--- config.mk ---
export PLATFORM = sky130hd
export DESIGN_NAME = quoted_printable_encoder
export DESIGN_NICKNAME = d
export VERILOG_FILES = /design/src/design/qpe_pkg.sv /design/src/design/qpe_front.sv /design/src/design/qpe_queue.sv /design/src/design/qpe_back.sv /design/src/design/quoted_printable_encoder.sv
export SDC_FILE = /design/constraint.sdc
export NUM_CORES = 1
export LEC_CHECK = 0
export BUFFER_PORTS_ARGS = -buffer_cell sky130_fd_sc_hd__buf_4
export CAP_MARGIN = 10
export CORE_ASPECT_RATIO = 0.6
export CORE_MARGIN = 2
export CORE_UTILIZATION = 65
export DETAILED_ROUTE_END_ITERATION = 16
export PLACE_DENSITY = 0.9
export REMOVE_ABC_BUFFERS = 1
export SYNTH_ARGS = -nofsm -noshare
export SYNTH_HDL_FRONTEND = slang
export SYNTH_SLANG_ARGS = --single-unit
--- constraint.sdc ---
create_clock -name clk -period 7.5 [get_ports clk]
set_input_delay 2.25 -clock clk [delete_from_list [all_inputs] [get_ports clk]]
set_output_delay 2.25 -clock clk [all_outputs]
set_load 0.03 [all_outputs]
--- src/design/qpe_pkg.sv ---
`timescale 1ns / 1ps
// ----------------------------------------------------------------------------
// qpe_pkg
// Shared types, character codes and helper functions for the quoted-printable
// encoder.
// ----------------------------------------------------------------------------
package qpe_pkg;

  localparam int QDEPTH = 4;
  localparam int QPTR_W = $clog2(QDEPTH);
  localparam int QCNT_W = $clog2(QDEPTH + 1);

  localparam logic [7:0] CH_EQ        = 8'h3D;
  localparam logic [7:0] CH_CR        = 8'h0D;
  localparam logic [7:0] CH_LF        = 8'h0A;
  localparam logic [7:0] CH_SP        = 8'h20;
  localparam logic [7:0] CH_TAB       = 8'h09;
  localparam logic [7:0] CH_ZERO      = 8'h30;
  localparam logic [7:0] CH_A         = 8'h41;
  localparam logic [7:0] CH_D         = 8'h44;
  localparam logic [7:0] CH_PRINT_MIN = 8'd32;
  localparam logic [7:0] CH_PRINT_MAX = 8'd126;
  localparam logic [7:0] LIMIT_RESET  = 8'd73;

  typedef struct packed {
    logic [7:0] in_byte;
    logic       in_last;
  } qpe_in_t;

  typedef struct packed {
    logic [7:0] out_byte;
    logic       run_last;
    logic       message_end;
  } qpe_out_t;

  // body of one encoded byte
  typedef enum logic [1:0] {
    KIND_PLAIN,
    KIND_HEX,
    KIND_CRLF,
    KIND_EQ0D
  } qpe_kind_t;

  typedef struct packed {
    logic       soft_brk;
    qpe_kind_t  kind;
    logic [7:0] ch;
    logic       run_last;
    logic       message_end;
  } qpe_job_t;

  function automatic logic [7:0] hex_char(input logic [3:0] n);
    logic [7:0] r;
    if (n < 4'd10) begin
      r = CH_ZERO + {4'd0, n};
    end else begin
      r = CH_A + {4'd0, n} - 8'd10;
    end
    return r;
  endfunction

  function automatic logic [2:0] job_len(input qpe_job_t job);
    logic [2:0] body;
    unique case (job.kind)
      KIND_PLAIN: body = 3'd1;
      KIND_HEX:   body = 3'd3;
      KIND_CRLF:  body = 3'd2;
      KIND_EQ0D:  body = 3'd3;
    endcase
    return job.soft_brk ? body + 3'd3 : body;
  endfunction

  function automatic logic [7:0] job_char(input qpe_job_t job, input logic [2:0] idx);
    logic [2:0] p;
    logic [7:0] r;
    p = job.soft_brk ? idx - 3'd3 : idx;
    if (job.soft_brk && idx < 3'd3) begin
      // soft line break "=" CR LF
      r = (idx == 3'd0) ? CH_EQ : ((idx == 3'd1) ? CH_CR : CH_LF);
    end else begin
      unique case (job.kind)
        KIND_PLAIN: r = job.ch;
        KIND_HEX:   r = (p == 3'd0) ? CH_EQ :
                        ((p == 3'd1) ? hex_char(job.ch[7:4]) : hex_char(job.ch[3:0]));
        KIND_CRLF:  r = (p == 3'd0) ? CH_CR : CH_LF;
        KIND_EQ0D:  r = (p == 3'd0) ? CH_EQ : ((p == 3'd1) ? CH_ZERO : CH_D);
      endcase
    end
    return r;
  endfunction

endpackage

--- src/design/qpe_front.sv ---
`timescale 1ns / 1ps
// ----------------------------------------------------------------------------
// qpe_front
// Accepts message bytes, keeps the lookahead byte and the line count, and
// turns each transaction into zero, one or two encode jobs.
// ----------------------------------------------------------------------------
module qpe_front (
  input  logic            clk,
  input  logic            rst,
  input  logic [7:0]      limit,
  input  logic            in_valid,
  output logic            in_ready,
  input  qpe_pkg::qpe_in_t  in_data,
  input  logic            q_full,
  output logic            q_push,
  output qpe_pkg::qpe_job_t q_data
);
  import qpe_pkg::*;

  typedef struct packed {
    qpe_job_t   job;
    logic [7:0] count;
    logic       consumed;
  } enc_t;

  function automatic enc_t encode(input logic [7:0] c, input logic at_end,
                                  input logic [7:0] nxt, input logic [7:0] count,
                                  input logic [7:0] lim);
    enc_t       e;
    logic [7:0] c0;
    logic [8:0] sum;
    logic       eol;
    e = '0;
    e.job.ch = c;
    e.job.soft_brk = (count >= lim);
    c0 = e.job.soft_brk ? 8'd0 : count;
    eol = at_end || nxt == CH_CR || nxt == CH_LF;
    if (c == CH_CR) begin
      e.consumed = !at_end && nxt == CH_LF;
      e.job.kind = e.consumed ? KIND_CRLF : KIND_EQ0D;
      e.count = 8'd0;
    end else if (c == CH_LF) begin
      e.job.kind = KIND_CRLF;
      e.count = 8'd0;
    end else begin
      if (c == CH_EQ || c < CH_PRINT_MIN || c > CH_PRINT_MAX ||
          ((c == CH_SP || c == CH_TAB) && eol)) begin
        e.job.kind = KIND_HEX;
        sum = {1'b0, c0} + 9'd3;
      end else begin
        e.job.kind = KIND_PLAIN;
        sum = {1'b0, c0} + 9'd1;
      end
      e.count = sum[8] ? 8'hFF : sum[7:0];
    end
    return e;
  endfunction

  logic [7:0] held_byte;
  logic       held_valid;
  logic       skip_linefeed;
  logic [7:0] line_count;
  logic       pend_valid;
  qpe_job_t   pend;

  enc_t       enc1, enc2;
  logic       do1, do2, cons, accept;
  logic [7:0] cnt_mid;
  qpe_job_t   job1, job2;

  always_comb begin
    enc1 = encode(held_byte, 1'b0, in_data.in_byte, line_count, limit);
    do1 = held_valid && !skip_linefeed;
    cnt_mid = do1 ? enc1.count : line_count;
    cons = do1 && enc1.consumed;
    enc2 = encode(in_data.in_byte, 1'b1, 8'h00, cnt_mid, limit);
    do2 = in_data.in_last && !cons;

    job1 = enc1.job;
    job1.run_last = !do2;
    job1.message_end = in_data.in_last && !do2;
    job2 = enc2.job;
    job2.run_last = 1'b1;
    job2.message_end = 1'b1;

    in_ready = !pend_valid && !q_full;
    accept = in_valid && in_ready;
    q_push = !q_full && (pend_valid || (in_valid && (do1 || do2)));
    q_data = pend_valid ? pend : (do1 ? job1 : job2);
  end

  always_ff @(posedge clk) begin
    if (rst) begin
      held_byte <= '0;
      held_valid <= 1'b0;
      skip_linefeed <= 1'b0;
      line_count <= '0;
      pend_valid <= 1'b0;
    end else begin
      if (accept) begin
        if (in_data.in_last) begin
          held_byte <= '0;
          held_valid <= 1'b0;
          skip_linefeed <= 1'b0;
          line_count <= '0;
        end else begin
          held_byte <= in_data.in_byte;
          held_valid <= 1'b1;
          skip_linefeed <= cons;
          line_count <= cnt_mid;
        end
        // second job of a step is held in pend until the queue can take it
        if (do1 && do2) begin
          pend_valid <= 1'b1;
        end
      end else if (pend_valid && !q_full) begin
        pend_valid <= 1'b0;
      end
    end
  end

  always_ff @(posedge clk) begin
    if (accept && do1 && do2) begin
      pend <= job2;
    end
  end

endmodule

--- src/design/qpe_queue.sv ---
`timescale 1ns / 1ps
// ----------------------------------------------------------------------------
// qpe_queue
// Short FIFO of encode jobs between the front and back ends.
// ----------------------------------------------------------------------------
module qpe_queue (
  input  logic              clk,
  input  logic              rst,
  input  logic              push,
  input  qpe_pkg::qpe_job_t push_data,
  output logic              full,
  input  logic              pop,
  output logic              empty,
  output qpe_pkg::qpe_job_t head
);
  import qpe_pkg::*;

  qpe_job_t          mem [QDEPTH];
  logic [QPTR_W-1:0] wr_ptr;
  logic [QPTR_W-1:0] rd_ptr;
  logic [QCNT_W-1:0] cnt;

  assign full  = (cnt == QCNT_W'(QDEPTH));
  assign empty = (cnt == '0);
  assign head  = mem[rd_ptr];

  always_ff @(posedge clk) begin
    if (rst) begin
      wr_ptr <= '0;
      rd_ptr <= '0;
      cnt <= '0;
    end else begin
      if (push) begin
        wr_ptr <= wr_ptr + 1'b1;
      end
      if (pop) begin
        rd_ptr <= rd_ptr + 1'b1;
      end
      unique case ({push, pop})
        2'b10:   cnt <= cnt + 1'b1;
        2'b01:   cnt <= cnt - 1'b1;
        default: cnt <= cnt;
      endcase
    end
  end

  always_ff @(posedge clk) begin
    if (push) begin
      mem[wr_ptr] <= push_data;
    end
  end

  a_cnt_bound: assert property (@(posedge clk) disable iff (rst)
    cnt <= QCNT_W'(QDEPTH)) else $error("queue count out of range");
  a_no_overflow: assert property (@(posedge clk) disable iff (rst)
    !(push && full)) else $error("push into full queue");
  a_no_underflow: assert property (@(posedge clk) disable iff (rst)
    !(pop && empty)) else $error("pop from empty queue");
  a_ptr_track: assert property (@(posedge clk) disable iff (rst)
    (wr_ptr - rd_ptr) == cnt[QPTR_W-1:0]) else $error("queue pointers disagree with count");

endmodule

--- src/design/qpe_back.sv ---
`timescale 1ns / 1ps
// ----------------------------------------------------------------------------
// qpe_back
// Expands the job at the head of the queue into output characters, one per
// cycle while a job is queued and the output is not stalled, through a registered output stage.
// ----------------------------------------------------------------------------
module qpe_back (
  input  logic              clk,
  input  logic              rst,
  input  logic              q_empty,
  input  qpe_pkg::qpe_job_t head,
  output logic              q_pop,
  output logic              out_valid,
  input  logic              out_ready,
  output qpe_pkg::qpe_out_t out_data
);
  import qpe_pkg::*;

  logic [2:0] idx;
  logic [2:0] len;
  logic       last_char;
  logic       load;

  always_comb begin
    len = job_len(head);
    last_char = (idx == len - 3'd1);
    load = !q_empty && (!out_valid || out_ready);
    q_pop = load && last_char;
  end

  always_ff @(posedge clk) begin
    if (rst) begin
      out_valid <= 1'b0;
      idx <= '0;
    end else begin
      if (load) begin
        out_valid <= 1'b1;
        idx <= last_char ? 3'd0 : idx + 3'd1;
      end else if (out_ready) begin
        out_valid <= 1'b0;
      end
    end
  end

  always_ff @(posedge clk) begin
    if (load) begin
      out_data.out_byte <= job_char(head, idx);
      out_data.run_last <= last_char && head.run_last;
      out_data.message_end <= last_char && head.message_end;
    end
  end

  a_idx_in_job: assert property (@(posedge clk) disable iff (rst)
    !q_empty |-> idx < len) else $error("character index past end of job");

endmodule

--- src/design/quoted_printable_encoder.sv ---
`timescale 1ns / 1ps
// Flow: a byte's job is queued by the transaction that supplies its lookahead
//   (the next byte), or by its own if marked last; the output stage is registered.
// Throughput: one output character per cycle while jobs are queued and out_ready
//   holds; a job gives 1 to 6 characters on the single-character output port, a last byte up to two jobs.
// Reset: synchronous; clears lookahead, line count, queue and output stage,
//   and sets soft_break_limit to 73.
// ----------------------------------------------------------------------------
// quoted_printable_encoder
// Quoted-printable encoder: front end classifies bytes, a job queue decouples
// it from the back end that emits characters.
// ----------------------------------------------------------------------------
module quoted_printable_encoder (
  input  logic              clk,
  input  logic              rst,
  input  logic              cfg_wr_en,
  input  logic [7:0]        cfg_wr_data,
  input  logic              in_valid,
  output logic              in_ready,
  input  qpe_pkg::qpe_in_t  in_data,
  output logic              out_valid,
  input  logic              out_ready,
  output qpe_pkg::qpe_out_t out_data
);
  import qpe_pkg::*;

  logic [7:0] soft_break_limit;
  logic       q_full, q_push, q_pop, q_empty;
  qpe_job_t   q_wdata, q_head;

  always_ff @(posedge clk) begin
    if (rst) begin
      soft_break_limit <= LIMIT_RESET;
    end else if (cfg_wr_en) begin
      soft_break_limit <= cfg_wr_data;
    end
  end

  qpe_front u_front (
    .clk      (clk),
    .rst      (rst),
    .limit    (soft_break_limit),
    .in_valid (in_valid),
    .in_ready (in_ready),
    .in_data  (in_data),
    .q_full   (q_full),
    .q_push   (q_push),
    .q_data   (q_wdata)
  );

  qpe_queue u_queue (
    .clk       (clk),
    .rst       (rst),
    .push      (q_push),
    .push_data (q_wdata),
    .full      (q_full),
    .pop       (q_pop),
    .empty     (q_empty),
    .head      (q_head)
  );

  qpe_back u_back (
    .clk       (clk),
    .rst       (rst),
    .q_empty   (q_empty),
    .head      (q_head),
    .q_pop     (q_pop),
    .out_valid (out_valid),
    .out_ready (out_ready),
    .out_data  (out_data)
  );

endmodule
==> results.sh, run 1 <==
export IMPL_synthDominantCellAreaShare_pct=37.1
export IMPL_cts_sinks=113
export IMPL_htree_levels=4
export IMPL_start_util_pct=68.1
export IMPL_postCtsSetupBuffers=0
export IMPL_grt_max_degree=34
export IMPL_setup_tns_ns=0
export IMPL_yosysSeqAreaShare_pct=50.6
export IMPL_final_cell_mix="edfxtp_1, nor2_1, nand2_1"
export IMPL_cap_violations=0
export IMPL_slew_headroom_pct=24.4
export IMPL_min_path_cells=2
export IMPL_antenna_found_initial=0
export IMPL_gp_congestion=0.973
export IMPL_clkTransAtPathRegs_ns=0.06
export IMPL_netlist_area_sq_um=5910
export IMPL_crit_path_frequent_cell="a21oi_1"
export IMPL_synth_edf_count=73
export IMPL_synth_main_ff_cell="edfxtp_1"
export IMPL_wl_per_cell_microns=20.9
export IMPL_grtUsageTotal_pct=32.1
export IMPL_grt_pass1_wl_mm=24.0
export IMPL_postRouteAntennaNets=0
export IMPL_drc_errors=0
export IMPL_period_needed_ns=6.21
export IMPL_rsz0062_at_grt="false"
export IMPL_leakagePower_nw=2.55
export IMPL_avgSynthCellArea_sq_um=10.8
export IMPL_rr_endpoint="u_queue.mem[3][12]$_DFFE_PP_"
export IMPL_area_delta_synth_final_pct=14.9
export IMPL_min_from="u_front.skip_linefeed$_SDFFE_PP0P_"
export IMPL_diodes=0
export IMPL_utilization_pct=78.2
export IMPL_slew_viol_final=0
export IMPL_grt_pass1_vias=4545
export IMPL_critPathMaxFanout=7
export IMPL_worst_path_buf_inv=1
export IMPL_end_kind="register"
export IMPL_cpPeakStageDelay_ns=0.52
export IMPL_hp_class="reg -> reg"
export IMPL_hold_path_end="u_front.skip_linefeed$_SDFFE_PP0P_"
export IMPL_synth_cell_type_count=68
export IMPL_fp_dieW_microns=127
export IMPL_core_area_sq_um=8690
export IMPL_worst_pin_slew_ns=1.13
export IMPL_ctsResizeCount=0
export IMPL_io_buffers=33
export IMPL_wl_mm=14.7
export IMPL_worstPathRequired_ns=7.62
export IMPL_synth_top_area_cell="edfxtp_1"
export IMPL_cp_cell_sequence="buf_4 > nor3b_1 > o2111a_1 > a221o_1 > a21oi_1 > fa_1 > and4b_1 > nand4_1 > o21a_1 > o21ai_0 > ha_1 > a21o_1 > a21oi_1 > o21ai_0 > o41ai_1 > a21oi_1"
export IMPL_max_clock_freq_ghz=0.161
export IMPL_die_h_microns=77.9
export IMPL_finClkSkew_ns=0.00658
export IMPL_cp_slowest_cell="o41ai_1"
export IMPL_drtIter0Drc=560
export IMPL_setup_worst_path_start_class="input port"
export IMPL_synth_seq_cells=113
export IMPL_p_per_area_nw_per_um2=268
export IMPL_hold_viol=0
export IMPL_ys_warn_count=0
export IMPL_vias=4692
export IMPL_async_flop_share_pct=0
export IMPL_cts_root_buffer="clkbuf_16"
export IMPL_vias_per_cell=6.66
export IMPL_grt_overflow=0
export IMPL_outcome="complete, no violations"
export IMPL_rrSetupSlack_ns=2.26
export IMPL_place_hpwl_mm=9.94
export IMPL_reg2reg_from="u_front.line_count[0]$_SDFFE_PP0P_"
export IMPL_die_area_sq_um=9900
export IMPL_rows=26
export IMPL_setup_viol=0
export IMPL_layout_commonest_cell="edfxtp_1"
export IMPL_holdBufCountCts=0
export IMPL_fin_crit_sh_pct=82.9
export IMPL_finalNetCount=630
export IMPL_peakVddDrop_mv=0.200
export IMPL_cts_tree="yes"
export IMPL_synth_area_top_cells="edfxtp_1, dfxtp_1, ha_1"
export IMPL_crit_family="compound AO/OA/AOI/OAI gates"
export IMPL_crit_type="in -> reg"
export IMPL_worst_skew_pair_late_latency_ns=0.42
export IMPL_worstPathArrival_ns=6.33
export IMPL_r2r_cells=18
export IMPL_clockBufferDepth=2
export IMPL_drive_above_1_share_pct=14.7
export IMPL_io_pins=34
export IMPL_numCtsBuffers=17
export IMPL_synthCells=546
export IMPL_drt_pre_antenna_iters=5
==> worst max-delay path by stage <==
stage          startpoint                           end  slack (ns)  depth (start not counted)
5_1_grt        in_data[1]  u_queue.mem[3][12]$_DFFE_PP_        1.02                         16
3_5_place_dp   in_data[1]  u_queue.mem[3][12]$_DFFE_PP_        1.14                         16
3_3_place_gp   in_data[1]  u_queue.mem[0][12]$_DFFE_PP_        1.35                         17
6_report       in_data[1]  u_queue.mem[3][12]$_DFFE_PP_        1.29                         16
2_1_floorplan  in_data[1]  u_queue.mem[0][12]$_DFFE_PP_        1.86                         16
4_1_cts        in_data[1]  u_queue.mem[3][12]$_DFFE_PP_        1.42                         16
==> worst reg2reg max path: cells and delay by family (launching register included) <==
family / cells / cell delay [ns]
and+or+nand+nor: 6 / 1.36
adders and majority gates: 3 / 0.97
AOI/OAI and AO/OA: 8 / 2.10
DFF: 1 / 0.41
buffers and inverters: 1 / 0.11
==> report_power, final <==
group / total [mW] / switching [mW] / internal [mW]
Sequential: 0.737 / 0.0273 / 0.710
Clock: 0.781 / 0.316 / 0.465
Combinational: 0.300 / 0.191 / 0.109
Total: 1.82 / 0.534 / 1.28
==> registers in the layout, summed over array words and instances, names as in the netlist, named ones only <==
name,cells
u_queue.mem,52
u_front.pend,11
u_back.out_data,10
soft_break_limit,8
u_front.held_byte,8
u_front.line_count,8
u_back.idx,3
u_queue.cnt,3
u_queue.rd_ptr,2
u_queue.wr_ptr,2
u_back.out_valid,1
u_front.held_valid,1
u_front.pend_valid,1
u_front.skip_linefeed,1
==> metal layers <==
metal	vias to the layer above	share of wire, %	global-route usage, %	wire length [microns]
met1	2239	43	45.0	6260
met3	35	11	9.24	1570
met4	0	2.0	12.4	294
met5	-	0	0	0
met2	306	45	47.9	6600
li1	2112	-	-	-
==> kinds of logic after synthesis <==
logic type / after synthesis / synth area share, %
xor+xnor: 7 / 1.04
fa+ha+maj: 29 / 6.39
mux: 31 / 8.25
flops: 113 / 50.6
compound gates: 130 / 14.2
buf+inv: 53 / 3.51
simple gates: 183 / 16.0
==> metrics by stage <==
stage	power, mW	instance area [sq um]	setup slack [ns]	std cells	hold slack (ns)
2_1_floorplan	0.938	5830	1.86	527	0.434
3_3_place_gp	1.02	6220	1.35	672	0.448
3_5_place_dp	1.04	6220	1.14	672	0.466
4_1_cts	1.82	6790	1.42	704	0.474
5_1_grt	1.89	6790	1.02	704	0.490
6_report	1.82	6790	1.29	704	0.475
==> final cells by class <==
type / instances / area [sq um]
Sequential cell: 113 / 2990
Multi-Input combinational cell: 380 / 2710
Fill cell: 539 / 1890
Clock buffer: 17 / 425
Timing Repair Buffer: 33 / 248
Clock inverter: 15 / 149
Tap cell: 112 / 140
Inverter: 34 / 128
==> cell usage after synthesis, types with 4 or more instances <==
library cell / instances
o21ai_0: 32
mux2i_1: 15
nor2_1: 49
nor3b_1: 10
a21o_1: 6
clkbuf_1: 16
nor3_1: 6
and2_1: 9
ha_1: 27
nand4b_1: 5
dfxtp_1: 40
inv_1: 33
nor2b_1: 8
o211ai_1: 4
or4_1: 4
mux4_2: 14
a21oi_1: 43
xnor2_1: 5
nand3_1: 15
nand2_1: 44
o31ai_1: 5
nand2b_1: 8
nand4_1: 5
and3_1: 5
edfxtp_1: 73
(Power assumes the default switching activity.)
==> run 2, diff against run 1 <==
--- a/config.mk
+++ b/config.mk
@@ -5,13 +5,14 @@
 export SDC_FILE = /design/constraint.sdc
 export NUM_CORES = 1
 export LEC_CHECK = 0
+export ABC_AREA = 1
 export BUFFER_PORTS_ARGS = -buffer_cell sky130_fd_sc_hd__buf_4
 export CAP_MARGIN = 10
 export CORE_ASPECT_RATIO = 0.6
 export CORE_MARGIN = 2
-export CORE_UTILIZATION = 65
+export CORE_UTILIZATION = 55
 export DETAILED_ROUTE_END_ITERATION = 16
-export PLACE_DENSITY = 0.9
+export PLACE_DENSITY = 0.82
 export REMOVE_ABC_BUFFERS = 1
 export SYNTH_ARGS = -nofsm -noshare
 export SYNTH_HDL_FRONTEND = slang
==> constraint.sdc (replaced) <==
create_clock -name clk -period 5.1 [get_ports clk]
set_input_delay 1.53 -clock clk [delete_from_list [all_inputs] [get_ports clk]]
set_output_delay 1.53 -clock clk [all_outputs]
set_load 0.03 [all_outputs]
==> run 2 against run 1 <==
Clock-buffer cell count is 3 higher. Die area up 21%. Flip-flop and latch count is the same. Setup slack worse by 0.98 ns. Core utilization down 13 points. Via count grew 9.8%. Critical path depth increased by 6. Critical path type unchanged. Critical endpoint is now u_queue.mem[2][12]$_DFFE_PP_. Highest routed layer unchanged.
==> results.sh, run 2 <==
export IMPL_rrSetupSlack_ns=0.97
export IMPL_end_kind="register"
export IMPL_synth_fa_ha_area_share_pct=6.20
export IMPL_synthDominantCellAreaShare_pct=36.0
export IMPL_worst_path_buf_inv=4
export IMPL_holdBufCountCts=0
export IMPL_finalNetCount=805
export IMPL_p_per_area_nw_per_um2=362
export IMPL_critPathMaxFanout=8
export IMPL_max_clock_freq_ghz=0.208
export IMPL_synth_most_common_cell="nand2_1"
export IMPL_top_regs="u_queue.mem x52, u_front.pend x11, u_back.out_data x10"
export IMPL_hold_slack_ns=0.472
export IMPL_hold_viol=0
export IMPL_fillers=844
export IMPL_place_area_sq_um=6440
export IMPL_grt_overflow=0
export IMPL_antenna_found_initial=0
export IMPL_cts_tree="yes"
export IMPL_grt_pass1_vias=4822
export IMPL_crit_family="simple AND/OR/NAND/NOR gates"
export IMPL_period_needed_ns=4.80
export IMPL_synth_main_ff_cell="edfxtp_1"
export IMPL_p_total_mw=2.53
export IMPL_ff_latch_area_sq_um=2990
export IMPL_avgSynthCellArea_sq_um=8.54
export IMPL_drive_above_1_share_pct=13.4
export IMPL_wl_mm=14.5
export IMPL_synth_edf_count=73
export IMPL_grt_max_degree=30
export IMPL_yosys_area_share_xor_xnor_pct=0.986
export IMPL_worstPathArrival_ns=4.94
export IMPL_synth_area_top_cells="edfxtp_1, dfxtp_1, nand2_1"
export IMPL_vias_per_cell=5.69
export IMPL_grt_pass1_wl_mm=23.8
export IMPL_drc_errors=0
export IMPL_postRouteAntennaNets=0
export IMPL_worstPathRequired_ns=5.24
export IMPL_synth_top_area_cell="edfxtp_1"
export IMPL_ctsResizeCount=0
export IMPL_utilization_pct=65.6
export IMPL_setup_viol=0
export IMPL_slew_headroom_pct=47.8
export IMPL_cts_sinks=113
export IMPL_final_cell_mix="nand2_1, inv_1, edfxtp_1"
export IMPL_peakVddDrop_mv=0.402
export IMPL_multi_input_area_sq_um=2560
export IMPL_yosysSeqAreaShare_pct=49.1
export IMPL_synth_seq_cells=113
export IMPL_worst_pin_slew_ns=0.781
export IMPL_diodes=0
export IMPL_die_h_microns=85.5
export IMPL_synth_cell_type_count=42
export IMPL_area_delta_synth_final_pct=15.0
export IMPL_cp_slowest_cell="fa_1"
export IMPL_io_pins=34
export IMPL_async_flop_share_pct=0
export IMPL_start_util_pct=57.1
export IMPL_drt_pre_antenna_iters=6
export IMPL_clkTransAtPathRegs_ns=0.05
export IMPL_netlist_area_sq_um=6090
export IMPL_slew_viol_final=0
export IMPL_synthCells=713
export IMPL_layout_commonest_cell="nand2_1"
export IMPL_htree_levels=4
export IMPL_synth_top_family_by_area="simple AND/OR/NAND/NOR gates"
export IMPL_die_area_sq_um=12000
export IMPL_crit_path_frequent_cell="a21oi_1"
export IMPL_wl_per_cell_microns=16.0
export IMPL_gp_congestion=0.948
export IMPL_numCtsBuffers=17
export IMPL_synthMuxAreaShare_pct=0
export IMPL_leakagePower_nw=2.95
export IMPL_largest_reg_flops=52
export IMPL_yosys_area_share_simple_pct=21.4
export IMPL_core_area_sq_um=10700
export IMPL_postCtsSetupBuffers=0
export IMPL_drtIter0Drc=625
export IMPL_setup_worst_path_start_class="input port"
export IMPL_finClkSkew_ns=0.00671
export IMPL_synth_commonest_cells="nand2_1, inv_1, edfxtp_1, a21oi_1, o21ai_0"
export IMPL_grtUsageTotal_pct=25.4
export IMPL_io_buffers=33
export IMPL_rows=29
export IMPL_cpPeakStageDelay_ns=0.47
export IMPL_worst_skew_pair_late_latency_ns=0.41
export IMPL_cts_root_buffer="clkbuf_16"
export IMPL_fp_dieW_microns=140
export IMPL_hp_class="reg -> reg"
export IMPL_cp_cell_sequence="buf_4 > inv_1 > nand3_1 > nor2_2 > a21oi_1 > inv_1 > a21oi_1 > o21ai_1 > inv_1 > fa_1 > nor2_1 > nand4_1 > nor2_2 > a21oi_2 > a21oi_1 > ha_1 > a21oi_1 > o21ai_0 > nand2_1 > o2111ai_1 > nand2_1 > nand2_1"
export IMPL_outcome="complete, no violations"
export IMPL_regMostFlops="u_queue.mem"
export IMPL_clockBufferDepth=2
export IMPL_synth_compound_area_share_pct=13.4
export IMPL_vias=5153
export IMPL_final_cell_area_sq_um=7000
export IMPL_fin_crit_sh_pct=94.1
export IMPL_cap_violations=0
export IMPL_ys_warn_count=0
export IMPL_place_hpwl_mm=10.3
export IMPL_crit_type="in -> reg"
-- run 2: cell type report --
class                      instances  share of cell area, %
clock buffer                      20                   6.43
timing repair buffer              40                   4.29
tap                              139                   2.48
multi-input combinational        472                   36.6
sequential                       113                   42.7
inverter                         110                   5.91
clock inverter                    12                   1.54
-- run 2: metrics by stage --
step	setup TNS [ns]	std cells	worst slack, ns
floorplan	0	695	0.592
global placement	0	874	0.158
detailed placement	-0.518	874	-0.129
CTS	0	906	0.222
global route	-0.00550	906	-0.00276
finish	0	906	0.303
-- run 2: path summary, 6_finish.rpt --
check	from	to	cells past startpoint
worst min-delay path	u_front.skip_linefeed$_SDFFE_PP0P_	u_front.skip_linefeed$_SDFFE_PP0P_	2
worst min register to register	u_front.skip_linefeed$_SDFFE_PP0P_	u_front.skip_linefeed$_SDFFE_PP0P_	2
worst max-delay path	in_data[5]	u_queue.mem[2][12]$_DFFE_PP_	22
worst max register to register	u_front.line_count[3]$_SDFFE_PP0P_	u_queue.mem[2][12]$_DFFE_PP_	22
-- run 2: metal layers --
layer  track usage (%)  wire length (microns)
met1              37.4                   6830
met2              37.0                   5960
met3              6.37                   1450
met4              8.27                    242
met5                 0                      0
-- run 2: cell families after synthesis --
group                    after synthesis
AND/OR/NAND/NOR                      296
AO/OA/AOI/OAI                        141
buffers and inverters                128
flip-flops                           113
adder cells (fa/ha/maj)               29
XOR/XNOR                               6
-- run 2: power by group --
group	switching [mW]	total, mW	internal (mW)
combinational	0.251	0.370	0.119
sequential	0.0197	1.05	1.03
clock	0.425	1.11	0.689
total	0.695	2.53	1.84
-- run 2: worst min-delay path, delay by kind of cell (launching register included) --
| family | cells | cell delay [ns] |
|---|---|---|
| flip-flops | 1 | 0.31 |
| AND/OR/NAND/NOR | 1 | 0.06 |
| AO/OA/AOI/OAI | 1 | 0.06 |
